**config.mk**
```make
export PLATFORM = sky130hd
export DESIGN_NAME = hcr_front
export DESIGN_NICKNAME = d
export VERILOG_FILES = /design/src/sv/hcr_pkg.sv /design/src/sv/hcr_front.sv
export SDC_FILE = /design/constraint.sdc
export NUM_CORES = 1
export LEC_CHECK = 0
export BUFFER_PORTS_ARGS = -buffer_cell sky130_fd_sc_hd__buf_2
export CAP_MARGIN = 10
export CORE_MARGIN = 10
export CORE_UTILIZATION = 60
export CTS_CLUSTER_SIZE = 12
export DETAILED_ROUTE_END_ITERATION = 8
export PLACE_DENSITY = 0.87
export SLEW_MARGIN = 20
export SYNTH_ARGS = -nofsm -noshare
export SYNTH_HDL_FRONTEND = slang
export SYNTH_SLANG_ARGS = --single-unit
```
**constraint.sdc**
```tcl
create_clock -name clk -period 4.5 [get_ports clk]
set_input_delay 0.45 -clock clk [delete_from_list [all_inputs] [get_ports clk]]
set_output_delay 0.45 -clock clk [all_outputs]
set_load 0.02 [all_outputs]
```
**src/sv/hcr_pkg.sv**
```systemverilog
package hcr_pkg;

    // defaults for the top level parameters
    localparam int MAX_WIDTH_DEF     = 1024;
    localparam int SMOOTH_RADIUS_DEF = 3;

    // field widths
    localparam int CFG_DATA_W = 43;
    localparam int CFG_IDX_W  = 3;
    localparam int COL_W      = 12;
    localparam int ROW_W      = 10;
    localparam int PROD_LINES = 6;
    localparam int ENTRY_W    = 63;
    localparam int WIN_TAPS   = 7;

    // configuration register indexes
    localparam logic [CFG_IDX_W-1:0] CFG_IMAGE_WIDTH      = 3'd0;
    localparam logic [CFG_IDX_W-1:0] CFG_IMAGE_HEIGHT     = 3'd1;
    localparam logic [CFG_IDX_W-1:0] CFG_K_WEIGHT         = 3'd2;
    localparam logic [CFG_IDX_W-1:0] CFG_CORNER_THRESHOLD = 3'd3;
    localparam logic [CFG_IDX_W-1:0] CFG_SMOOTH_ENABLE    = 3'd4;

    // configuration reset values
    localparam logic [10:0] IMAGE_WIDTH_RST      = 11'd640;
    localparam logic [10:0] IMAGE_HEIGHT_RST     = 11'd480;
    localparam logic [6:0]  K_WEIGHT_RST         = 7'd10;
    localparam logic [42:0] CORNER_THRESHOLD_RST = 43'd1000000;
    localparam logic        SMOOTH_ENABLE_RST    = 1'b1;

    typedef struct packed {
        logic [10:0] image_width;
        logic [10:0] image_height;
        logic [6:0]  k_weight;
        logic [42:0] corner_threshold;
        logic        smooth_enable;
    } hcr_cfg_t;

    // one queued pixel: grey value and its raster position
    typedef struct packed {
        logic [7:0]       grey;
        logic [ROW_W-1:0] row;
        logic [COL_W-1:0] col;
    } hcr_item_t;

    // three gradient products, widened to signed
    typedef struct packed {
        logic signed [21:0] a;
        logic signed [21:0] b;
        logic signed [21:0] c;
    } hcr_trip_t;

    typedef enum logic [3:0] {
        B_CLEAR,
        B_IDLE,
        B_WIN,
        B_PROD,
        B_VACC,
        B_VFLR,
        B_HACC,
        B_HFLR,
        B_MUL,
        B_KMUL,
        B_RESP
    } hcr_state_t;

    // q8 gaussian taps
    function automatic logic [6:0] gauss_tap(input logic [2:0] idx);
        logic [6:0] t;
        case (idx)
            3'd0:    t = 7'd1;
            3'd1:    t = 7'd14;
            3'd2:    t = 7'd62;
            3'd3:    t = 7'd102;
            3'd4:    t = 7'd62;
            3'd5:    t = 7'd14;
            3'd6:    t = 7'd1;
            default: t = 7'd0;
        endcase
        return t;
    endfunction

    function automatic hcr_trip_t unpack_trip(input logic [ENTRY_W-1:0] e);
        hcr_trip_t t;
        t.a = {1'b0, e[20:0]};
        t.b = {1'b0, e[41:21]};
        t.c = {e[62], e[62:42]};
        return t;
    endfunction

    function automatic logic [ENTRY_W-1:0] pack_trip(input hcr_trip_t t);
        return {t.c[20:0], t.b[20:0], t.a[20:0]};
    endfunction

endpackage

```
**src/sv/hcr_front.sv**
```systemverilog
module hcr_front #(
    parameter int MAX_WIDTH = hcr_pkg::MAX_WIDTH_DEF
) (
    input  logic                clk,
    input  logic                rst_n,
    input  hcr_pkg::hcr_cfg_t   cfg,
    input  logic                clear_busy,
    input  logic                pixel_valid,
    output logic                pixel_ready,
    input  logic [7:0]          red,
    input  logic [7:0]          green,
    input  logic [7:0]          blue,
    input  logic                frame_start,
    output hcr_pkg::hcr_item_t  item,
    output logic                item_avail,
    input  logic                item_take
);

    localparam logic [12:0] MAX_W = 13'(MAX_WIDTH);

    logic [hcr_pkg::COL_W-1:0] col_reg, col_next;
    logic [hcr_pkg::ROW_W-1:0] row_reg, row_next;
    hcr_pkg::hcr_item_t        q_reg [2];
    logic                      wp_reg, rp_reg;
    logic [1:0]                cnt_reg, cnt_next;
    logic [12:0]               w_eff, col_inc;
    logic [10:0]               h_eff, row_inc;
    logic [15:0]               grey_sum;
    logic [hcr_pkg::COL_W-1:0] col_use;
    logic [hcr_pkg::ROW_W-1:0] row_use;
    hcr_pkg::hcr_item_t        push_item;
    logic                      push;

    // clamp geometry
    always_comb
    begin
        if (cfg.image_width < 11'd8)
            w_eff = 13'd8;
        else if (13'(cfg.image_width) > MAX_W)
            w_eff = MAX_W;
        else
            w_eff = 13'(cfg.image_width);
        if (cfg.image_height < 11'd8)
            h_eff = 11'd8;
        else if (cfg.image_height > 11'd1024)
            h_eff = 11'd1024;
        else
            h_eff = cfg.image_height;
    end

    // grey conversion and raster position
    always_comb
    begin
        grey_sum = 16'(16'd54 * red) + 16'(16'd183 * green) + 16'(16'd18 * blue);
        col_use  = frame_start ? '0 : col_reg;
        row_use  = frame_start ? '0 : row_reg;
        col_inc  = 13'(col_use) + 13'd1;
        row_inc  = 11'(row_use) + 11'd1;
        push_item.grey = grey_sum[15:8];
        push_item.row  = row_use;
        push_item.col  = col_use;
        col_next = col_reg;
        row_next = row_reg;
        push     = pixel_valid && pixel_ready;
        if (push)
        begin
            if (col_inc >= w_eff)
            begin
                col_next = '0;
                row_next = (row_inc >= h_eff) ? '0 : row_inc[9:0];
            end
            else
            begin
                col_next = col_inc[hcr_pkg::COL_W-1:0];
                row_next = row_use;
            end
        end
    end

    // two-entry queue towards the back end
    assign pixel_ready = (cnt_reg != 2'd2) && !clear_busy;
    assign item_avail  = (cnt_reg != 2'd0);
    assign item        = q_reg[rp_reg];

    always_comb
    begin
        cnt_next = cnt_reg;
        if (push && !item_take)
            cnt_next = cnt_reg + 2'd1;
        else if (!push && item_take)
            cnt_next = cnt_reg - 2'd1;
    end

    always_ff @(posedge clk or negedge rst_n)
    begin
        if (!rst_n)
        begin
            col_reg <= '0;
            row_reg <= '0;
            wp_reg  <= 1'b0;
            rp_reg  <= 1'b0;
            cnt_reg <= 2'd0;
        end
        else
        begin
            col_reg <= col_next;
            row_reg <= row_next;
            cnt_reg <= cnt_next;
            if (push)
                wp_reg <= !wp_reg;
            if (item_take)
                rp_reg <= !rp_reg;
        end
    end

    always_ff @(posedge clk)
    begin
        if (push)
            q_reg[wp_reg] <= push_item;
    end

endmodule

```
==> results of run 1 <==
[final timing paths]
path | startpoint | endpoint | slack [ps] | depth (start not counted)
max in group asynchronous | rst_n | col_reg[3]$_DFFE_PN0P_ | 3960 | 1
min in group clk | item_take | rp_reg$_DFFE_PN0P_ | 360 | 2
setup reg to reg | col_reg[1]$_DFFE_PN0P_ | col_reg[4]$_DFFE_PN0P_ | 810 | 14
hold reg to reg | col_reg[10]$_DFFE_PN0P_ | col_reg[10]$_DFFE_PN0P_ | 490 | 2
setup / recovery | red[2] | q_reg[1][28]$_DFFE_PP_ | -1840 | 27
hold / removal | rst_n | col_reg[8]$_DFFE_PN0P_ | 120 | 1
[repair_timing]
action,4_1_cts,5_1_grt
hold buffers,0,0
buffers inserted,3,3
resized for setup,32,16
pin swaps,23,14
setup endpoints to repair,16,16
[stage by stage]
step	hold slack, ps	setup TNS (ps)
3_5_place_dp	474.8	-31250
2_1_floorplan	154.4	-23010
4_1_cts	139.3	-22810
3_3_place_gp	461.9	-28530
5_1_grt	157.5	-27490
6_report	119.5	-25160
[logic make-up after synthesis]
group | after synthesis | synth area share, %
XOR/XNOR | 39 | 4.511
AND/OR/NAND/NOR | 166 | 11.60
flip-flops | 86 | 32.39
buffers and inverters | 158 | 8.063
adder cells (fa/ha/maj) | 154 | 30.70
AO/OA/AOI/OAI | 95 | 8.146
multiplexers | 31 | 4.593
[layout make-up]
cell class | instances | share of cell area (%)
inverter | 145 | 5.880
clock buffer | 9 | 2.433
tap | 168 | 2.271
timing repair buffer | 143 | 9.759
multi-input combinational | 485 | 52.11
clock inverter | 7 | 1.054
sequential | 86 | 26.49
[routing by layer]
layer / part of all wire, % / vias up / GRT usage [%]
li1: - / 2737 / -
met1: 40 / 2770 / 22.00
met2: 53 / 169 / 37.13
met3: 4.5 / 56 / 3.544
met4: 2.9 / 0 / 6.296
met5: 0 / - / 0
[critical path, stage by stage]
cell and delay (ps):
buf_8 110, ha_4 240, fa_1 530, inv_1 50, fa_1 490, inv_2 50, ha_4 280, inv_2 40
o21ai_2 150, a21oi_2 90, xnor2_1 190, ha_2 300, inv_2 60, fa_1 430, fa_1 510, inv_1 60
fa_1 490, inv_2 40, fa_1 530, inv_2 60, ha_4 160, nor2_4 110, nor4b_4 290, nor3_2 100
or3_4 370, a21oi_4 160, xnor2_2 100
[cells in the final DEF (no fill, tap or decap), types with 5 or more instances in the layout]
| cell | n |
|---|---|
| a21boi_0 | 5 |
| a21o_1 | 5 |
| a21oi_1 | 15 |
| and3_1 | 6 |
| buf_2 | 80 |
| buf_4 | 56 |
| buf_6 | 6 |
| clkbuf_16 | 9 |
| dfrtp_1 | 26 |
| edfxtp_1 | 60 |
| fa_1 | 53 |
| ha_1 | 87 |
| ha_4 | 12 |
| inv_1 | 134 |
| inv_2 | 11 |
| mux2_2 | 30 |
| nand2_1 | 55 |
| nand2b_1 | 10 |
| nand3_1 | 11 |
| nor2_1 | 24 |
| nor2b_1 | 13 |
| nor3_1 | 9 |
| nor4_1 | 5 |
| o21ai_0 | 21 |
| o21ai_2 | 7 |
| xnor2_1 | 19 |
| xnor2_2 | 5 |
| xor2_1 | 15 |
==> results.md, run 1 <==
- Status: complete, but fails checks
- Failing checks: setup timing
- Post-Syn Area: around 0.0076 sq mm
- First-pass GRT wire length: 29.10 mm
- Worst-Skew Late Latency: roughly 340 ps
- GRT Total Usage: 19.83%
- Clk sinks: 86
- Synth-to-layout area growth: 22.24%
- FFs w/ async S/R, synth: between 30 and 40%
- Skew final: slightly above 6 ps
- Worst slew pin tran: around 950 ps
- Via count: 5,732
- Die W: between 100 and 150 um
- Cell area after layout: roughly 0.009 sq mm
- WL per Instance: about 17 um
- Post-DRT Antenna Nets: 0
- Most common cell in the netlist: inv_1
- Worst-path clk slew: 60 ps
- Register area: ~0.0025 sq mm
- Final slew viol count: 0
- Total gr overflow: 0
- Synthesized flop and latch total: 86
- Initial antenna violation count: 0
- # Max-Cap Violations: 0
- Tcrit/Tclk final: 140.8%
- DPL Wire Length: around 13 mm
- Sequential-to-total area share from yosys stat: around a third
- Final core utilization: 76.11%
- Synth cell count leaders: inv_1, ha_1, edfxtp_1
- Fillers: around 760
- Rows: 40
- Cts bufs inserted: 9
- Worst-case clock buffer depth: 2
- DIE AREA: about 0.018 sq mm
- Core area: approximately 0.012 sq mm
- Initial Utilization: 62.26%
- DP Cell Count: approximately 1,000
- DRC: 0
- Setup violations, final: 16
- Vias in the first global route: 6,239
- Gate Count Post-Synth: between 700 and 800
- HP Class: in2async
- Most area-hungry cell type in the Yosys netlist: edfxtp_1
- Worst setup EP type: flop
- Via density per instance: approximately 5.5
- RSZ-0062 raised after global routing: yes
- Drt pass-1 iters: 7
- Post-Route WL: ~18 mm
- Relative slew slack: 36.75%
- Startpoint type of the worst setup path: input port
- Area share of the leading cell type in the synthesized netlist: around a quarter
- Fin cells: between 1,000 and 1,500
- Post-layout nets: ~1,100
- Layout cells sized above 1: 29.49%
- Final setup margin: -1836 ps
- Crit Path Class: in2reg
- CTS Root Cell: clkbuf_16
- Ports: 135
- Area contributors post-synth: edfxtp_1, ha_1, fa_1, dfrtp_1, inv_1
- Area post-placement: around 0.0087 sq mm
- EDFF count, synth: 60
- H-tree depth: 3
- Ant. Diodes: 0
- Pre-CTS setup slack: -2182 ps
- Tmin final: between 6000 and 7000 ps
- Port Buffers: 83
- CTS tree: built
- Data arrival, critical path: ~6400 ps
- Crit-path max FO: 3
- Mean Syn Cell Area: slightly above 10 sq um
- Area occupied by multi-input gates: slightly below 0.005 sq mm
- Yosys cell types: slightly below 60
- Routability Congestion: around 0.92
- DRT iter0 DRCs: between 300 and 400
- Main synth FF type: edfxtp_1
- Yosys Warn Count: 0
- Syn_nets: ~1,000
- Largest net degree at the start of global routing: 31
- Hold Fails Final Rpt: 0
- Critical Path RT: around 4600 ps
- Peak Freq: around 160 MHz
- Largest register FFs: 60
- Die Y: 132.3 um
Power of run 1 is not shown: default switching activity piles up to over one toggle a cycle in this logic, so the estimate is an artifact.
==> run 2: changes to the inputs <==
--- a/config.mk
+++ b/config.mk
@@ -9,9 +9,12 @@
 export CAP_MARGIN = 10
 export CORE_MARGIN = 10
 export CORE_UTILIZATION = 60
+export CTS_BUF_LIST = sky130_fd_sc_hd__clkbuf_2
 export CTS_CLUSTER_SIZE = 12
 export DETAILED_ROUTE_END_ITERATION = 8
+export HOLD_SLACK_MARGIN = 0.12
 export PLACE_DENSITY = 0.87
+export SETUP_SLACK_MARGIN = 0.5
 export SLEW_MARGIN = 20
 export SYNTH_ARGS = -nofsm -noshare
 export SYNTH_HDL_FRONTEND = slang
==> results.md, run 2 (synthesis gave the netlist of run 1 again) <==
- Reg-to-reg slack, setup: 800 ps (about the same)
- Crit-path max FO: 3 (unchanged)
- Crit Path Class: in2reg
- Largest net degree at the start of global routing: 31 (unchanged)
- # Max-Cap Violations: 0 (unchanged)
- H-tree depth: 3 (unchanged)
- Failing checks: setup timing
- DPL Wire Length: 13.50 mm (unchanged)
- Peak Freq: 165.4 MHz (+4.8%)
- Tmin final: 6047 ps (-289.2 ps)
- FF-to-FF Start: row_reg[0]$_DFFE_PN0P_
- Commonest non-fill, non-tap cell in the layout: inv_1
- Core area: 0.01216 sq mm (unchanged)
- Startpoint type of the worst setup path: input port
- Die W: 132.3 um (unchanged)
- Drt pass-1 iters: 6 (-1)
- Final setup margin: -1547 ps (+289.2 ps)
- Most frequent cells in the layout: inv_1, ha_1, buf_2
- TNS Setup: -20,400 ps (+4753 ps)
- Worst-Skew Late Latency: 570 ps (+230 ps)
- Register area: 0.002452 sq mm (unchanged)
- Final slew viol count: 0 (unchanged)
- Fillers: 779 (+2.6%)
- Die Y: 132.3 um (unchanged)
- CTS Root Cell: clkbuf_2
- Routability Congestion: 0.9246 (unchanged)
- Worst path max stage delay: 540 ps (about the same)
- Post-layout nets: 1,129 (+0.18%)
- RSZ-0062 raised after global routing: yes
- HP Class: in2reg
- Worst setup EP type: flop
- Cts bufs inserted: 9 (unchanged)
- Tcrit/Tclk final: 134.4% (-6.4 points)
- Status: complete, but fails checks
- Worst-path clk slew: 230 ps (+170 ps)
- WL per Instance: 16.75 um (-0.78%)
- Layout cells sized above 1: 29.30% (-0.18 points)
- Clk sinks: 86 (unchanged)
- First-pass GRT wire length: 29.01 mm (-0.31%)
- Largest register FFs: 60 (unchanged)
- Rows: 40 (unchanged)
- Post-Route WL: 17.52 mm (-0.49%)
- Vias in the first global route: 6,217 (-0.35%)
- HP Start: frame_start
- Relative slew slack: 37.32% (+0.58 points)
- Area occupied by multi-input gates: 0.004822 sq mm (about the same)
- Crit path top cell by count: fa_1
- Port Buffers: 83 (unchanged)
- Hold EP: q_reg[0][8]$_DFFE_PP_
- Ports: 135 (unchanged)
- Worst Hold Path Cells: 2
- Initial Utilization: 62.26% (unchanged)
- Via density per instance: 5.483 (-0.23%)
- DRC: 0 (unchanged)
- R2R depth: 11 (-3)
- Worst slew pin tran: 937.9 ps (-8.637 ps)
- Synth-to-layout area growth: 20.14%
- Total gr overflow: 0 (unchanged)
- CP max-delay cell: fa_1
- Via count: 5,735 (+0.052%)
- Critical Path RT: 4850 ps (+260 ps)
- GRT Total Usage: 19.84% (about the same)
- Hold Fails Final Rpt: 0 (unchanged)
- Post-DRT Antenna Nets: 0 (unchanged)
- Initial antenna violation count: 1 (+1)
- Data arrival, critical path: 6390 ps (-30 ps)
- DIE AREA: 0.01751 sq mm (unchanged)
- CTS tree: built
- Worst-case clock buffer depth: 2 (unchanged)
- Skew final: 20.71 ps (+14.49 ps)
- RR Endpoint: row_reg[9]$_DFFE_PN0P_
- DRT iter0 DRCs: 314 (-16%)
- Setup violations, final: 16 (unchanged)
[run 2: worst max-delay path: cells and delay by family]
kind / cells / cell delay (ps)
fa+ha+maj: 10 / 4010
buf+inv: 8 / 460
simple gates: 4 / 800
xor+xnor: 2 / 260
compound gates: 3 / 420
[run 2: final cells by class]
type,instances,area share (%)
clock buffer,9,0.4951
antenna,1,0.02751
tap,168,2.311
sequential,86,26.96
inverter,145,5.983
timing repair buffer,145,10.15
clock inverter,7,1.073
multi-input combinational,485,53.01
[run 2: metrics by stage]
stage	worst slack, ps	cell area, sq um	hold slack, ps	std cells	utilization, %
floorplan	-1674	7700	154.4	729	-
global placement	-1947	8667	461.9	1021	71.27
detailed placement	-2182	8667	474.8	1021	71.27
CTS	-1407	9001	239.8	1042	74.01
global route	-1683	9097	229.9	1046	74.80
finish	-1547	9097	259.2	1046	74.80
[run 2: worst max-delay path by stage]
stage / from / end / slack [ps]
detailed placement: red[2] / q_reg[0][28]$_DFFE_PP_ / -2180
floorplan: red[2] / q_reg[0][28]$_DFFE_PP_ / -1670
CTS: red[2] / q_reg[1][28]$_DFFE_PP_ / -1410
global route: red[2] / q_reg[1][28]$_DFFE_PP_ / -1680
global placement: red[2] / q_reg[0][28]$_DFFE_PP_ / -1950
finish: red[2] / q_reg[1][28]$_DFFE_PP_ / -1550
[run 2: repair_timing]
| item | 4_1_cts | 5_1_grt |
|---|---|---|
| resized for setup | 30 | 17 |
| endpoints found under the hold margin | 27 | 0 |
| setup endpoints to repair | 16 | 17 |
| pin swaps | 24 | 10 |
| hold buffers | 2 | 0 |
| setup buffers | 3 | 3 |
[run 2: routing by layer]
| layer | vias up | GRT usage [%] | wire, um |
|---|---|---|---|
| li1 | 2735 | - | - |
| met1 | 2804 | 22.11 | 7156 |
| met2 | 161 | 37.10 | 9249 |
| met3 | 35 | 3.659 | 759 |
| met4 | 0 | 5.990 | 357 |
| met5 | - | 0 | 0 |
Power of run 2 is left out for the same reason.
==> run 3: changes to the inputs <==
--- a/config.mk
+++ b/config.mk
@@ -7,13 +7,15 @@
 export LEC_CHECK = 0
 export BUFFER_PORTS_ARGS = -buffer_cell sky130_fd_sc_hd__buf_2
 export CAP_MARGIN = 10
+export CELL_PAD_IN_SITES_DETAIL_PLACEMENT = 1
+export CELL_PAD_IN_SITES_GLOBAL_PLACEMENT = 2
 export CORE_MARGIN = 10
-export CORE_UTILIZATION = 60
+export CORE_UTILIZATION = 34
 export CTS_BUF_LIST = sky130_fd_sc_hd__clkbuf_2
 export CTS_CLUSTER_SIZE = 12
 export DETAILED_ROUTE_END_ITERATION = 8
 export HOLD_SLACK_MARGIN = 0.12
-export PLACE_DENSITY = 0.87
+export PLACE_DENSITY = 0.82
 export SETUP_SLACK_MARGIN = 0.5
 export SLEW_MARGIN = 20
 export SYNTH_ARGS = -nofsm -noshare
==> constraint.sdc (replaced) <==
create_clock -name clk -period 4.91 [get_ports clk]
set_input_delay 0.491 -clock clk [delete_from_list [all_inputs] [get_ports clk]]
set_output_delay 0.491 -clock clk [all_outputs]
set_load 0.02 [all_outputs]
==> results.md, run 3 (synthesis gave the netlist of run 1 again) <==
- Final slew viol count: 0 (unchanged)
- # Max-Cap Violations: 0 (unchanged)
- Rows: 54 (+35%)
- Area occupied by multi-input gates: 0.004842 sq mm (+0.42%)
- H-tree depth: 3 (unchanged)
- GRT Total Usage: 12.30% (-7.5 points)
- Drt pass-1 iters: 4 (-2)
- Relative slew slack: 26.92% (-10 points)
- Crit Path Class: in2reg
- Fillers: 2,485 (+220%)
- Via count: 5,448 (-5.0%)
- Data arrival, critical path: 6290 ps (-100 ps)
- Via density per instance: 4.733 (-14%)
- Clk sinks: 86 (unchanged)
- CTS tree: built
- Most frequent cells in the layout: inv_1, ha_1, buf_2
- Tcrit/Tclk final: 121.1%
- Largest register FFs: 60 (unchanged)
- Worst setup EP type: flop
- Startpoint type of the worst setup path: input port
- CTS Root Cell: clkbuf_2
- Skew final: 16.02 ps (-4.682 ps)
- Worst slew pin tran: 1094 ps (+155.7 ps)
- DP Cell Count: 1,125 (+10%)
- Die Y: 169.2 um (+28%)
- Commonest non-fill, non-tap cell in the layout: inv_1
- Die W: 169.2 um (+28%)
- DIE AREA: 0.02864 sq mm (+64%)
- Tmin final: a little under 6000 ps
- Initial antenna violation count: 1 (unchanged)
- DRT iter0 DRCs: 211 (-33%)
- Worst-path clk slew: 210 ps (-20 ps)
- Hold Fails Final Rpt: 0 (unchanged)
- Register area: 0.002452 sq mm (unchanged)
- Crit path top cell by count: fa_1
- Status: complete, but fails checks
- Port Buffers: 83 (unchanged)
- Layout cells sized above 1: 28.74% (-0.57 points)
- Synth-to-layout area growth: 21.00%
- CP max-delay cell: fa_1
- Post-DRT Antenna Nets: 0 (unchanged)
- DPL Wire Length: 14.41 mm (+6.8%)
- Routability Congestion: 0.7900 (-15%)
- Total gr overflow: 0 (unchanged)
- Critical Path RT: 5250 ps (+400 ps)
- Ports: 135 (unchanged)
- Final setup margin: -1036 ps (+511.1 ps)
- Largest net degree at the start of global routing: 29 (-6.5%)
- Worst-Skew Late Latency: 570 ps (about the same)
- Failing checks: setup timing
- First-pass GRT wire length: 28.94 mm (-0.26%)
- Worst path max stage delay: 540 ps (about the same)
- Fin cells: 1,151 (+10%)
- Peak Freq: about 170 MHz
- HP Class: in2reg
- WHS: 299.6 ps (+40.44 ps)
- DRC: 0 (unchanged)
- Cts bufs inserted: 9 (unchanged)
- Setup violations, final: 16 (unchanged)
- CP top delay family: adder cells
- Core area: 0.02189 sq mm (+80%)
- Post-layout nets: 1,122 (-0.62%)
- Crit path buf inv count: 9 (+1)
- Crit-path max FO: 3 (unchanged)
- Initial Utilization: 34.59% (-28 points)
- Post-Route WL: 17.60 mm (+0.42%)
- WL per Instance: 15.29 um (-8.7%)
- RSZ-0062 raised after global routing: yes
- Vias in the first global route: 5,974 (-3.9%)
- Worst-case clock buffer depth: 2 (unchanged)
[run 3: cell types whose count changed in the layout (fill, tap and decap cells not counted), moves of 3 or more]
cell | previous run | this run
buf_4 | 56 | 50
inv_1 | 134 | 137
inv_2 | 11 | 8
nor2_1 | 24 | 20
nor2_2 | 1 | 5
[run 3: worst paths after layout]
| check | from | end | slack, ps | depth (start not counted) |
|---|---|---|---|---|
| max | red[2] | q_reg[0][28]$_DFFE_PP_ | -1040 | 29 |
| min | frame_start | q_reg[1][1]$_DFFE_PP_ | 300 | 2 |
| max reg2reg | col_reg[1]$_DFFE_PN0P_ | col_reg[3]$_DFFE_PN0P_ | 1100 | 14 |
| min reg2reg | cnt_reg[1]$_DFFE_PN0P_ | cnt_reg[1]$_DFFE_PN0P_ | 520 | 1 |
| max in group asynchronous | rst_n | row_reg[7]$_DFFE_PN0P_ | 3990 | 2 |
| min in group asynchronous | rst_n | col_reg[8]$_DFFE_PN0P_ | 460 | 2 |
[run 3: repair_timing]
action                     in CTS  in global routing
pin swaps                      10                 14
buffers inserted                4                  3
resized for setup              22                 25
hold endpoints to repair       27                  0
setup endpoints to repair      16                 16
hold buffers                    2                  0
[run 3: layer usage]
metal  vias up  global-route usage [%]  share of wire [%]  wire length (um)
li1       2726                       -                  -                 -
met1      2652                   15.01                 45              7985
met2        53                   22.00                 51              8989
met3        17                   1.899                2.2               384
met4         0                   3.227                1.3               235
met5         -                       0                  0                 0
[run 3: metrics by stage]
stage	instance area [sq um]	util, %	setup TNS [ps]	setup slack, ps
global route	9163	41.86	-15350	-1171
detailed placement	8747	39.96	-24840	-1761
CTS	9017	41.19	-12630	-963.3
floorplan	7700	-	-17100	-1305
global placement	8747	39.96	-22980	-1635
finish	9163	41.86	-13010	-1036
[run 3: area by class of cell]
cell class                      instances  share of cell area, %
Multi-Input combinational cell        485                  52.85
Clock inverter                          7                 0.7101
Tap cell                              280                  3.824
Antenna cell                            1                0.02731
Inverter                              145                  5.940
Sequential cell                        86                  26.76
Timing Repair Buffer                  138                  9.395
Clock buffer                            9                 0.4916
[run 3: worst register-to-register path, cell delays in order, from the launching register on]
cell and delay, ps:
dfrtp_1 430, nor2b_1 250, ha_1 260, nand3_2 130, or3_4 430, nand2b_1 170
xnor2_1 270, ha_1 300, a21oi_1 130, o21ai_0 100, a21o_1 180, nand2_1 70
nand4b_2 430, buf_4 340, o41ai_1 260
Power of run 3 is left out for the same reason.
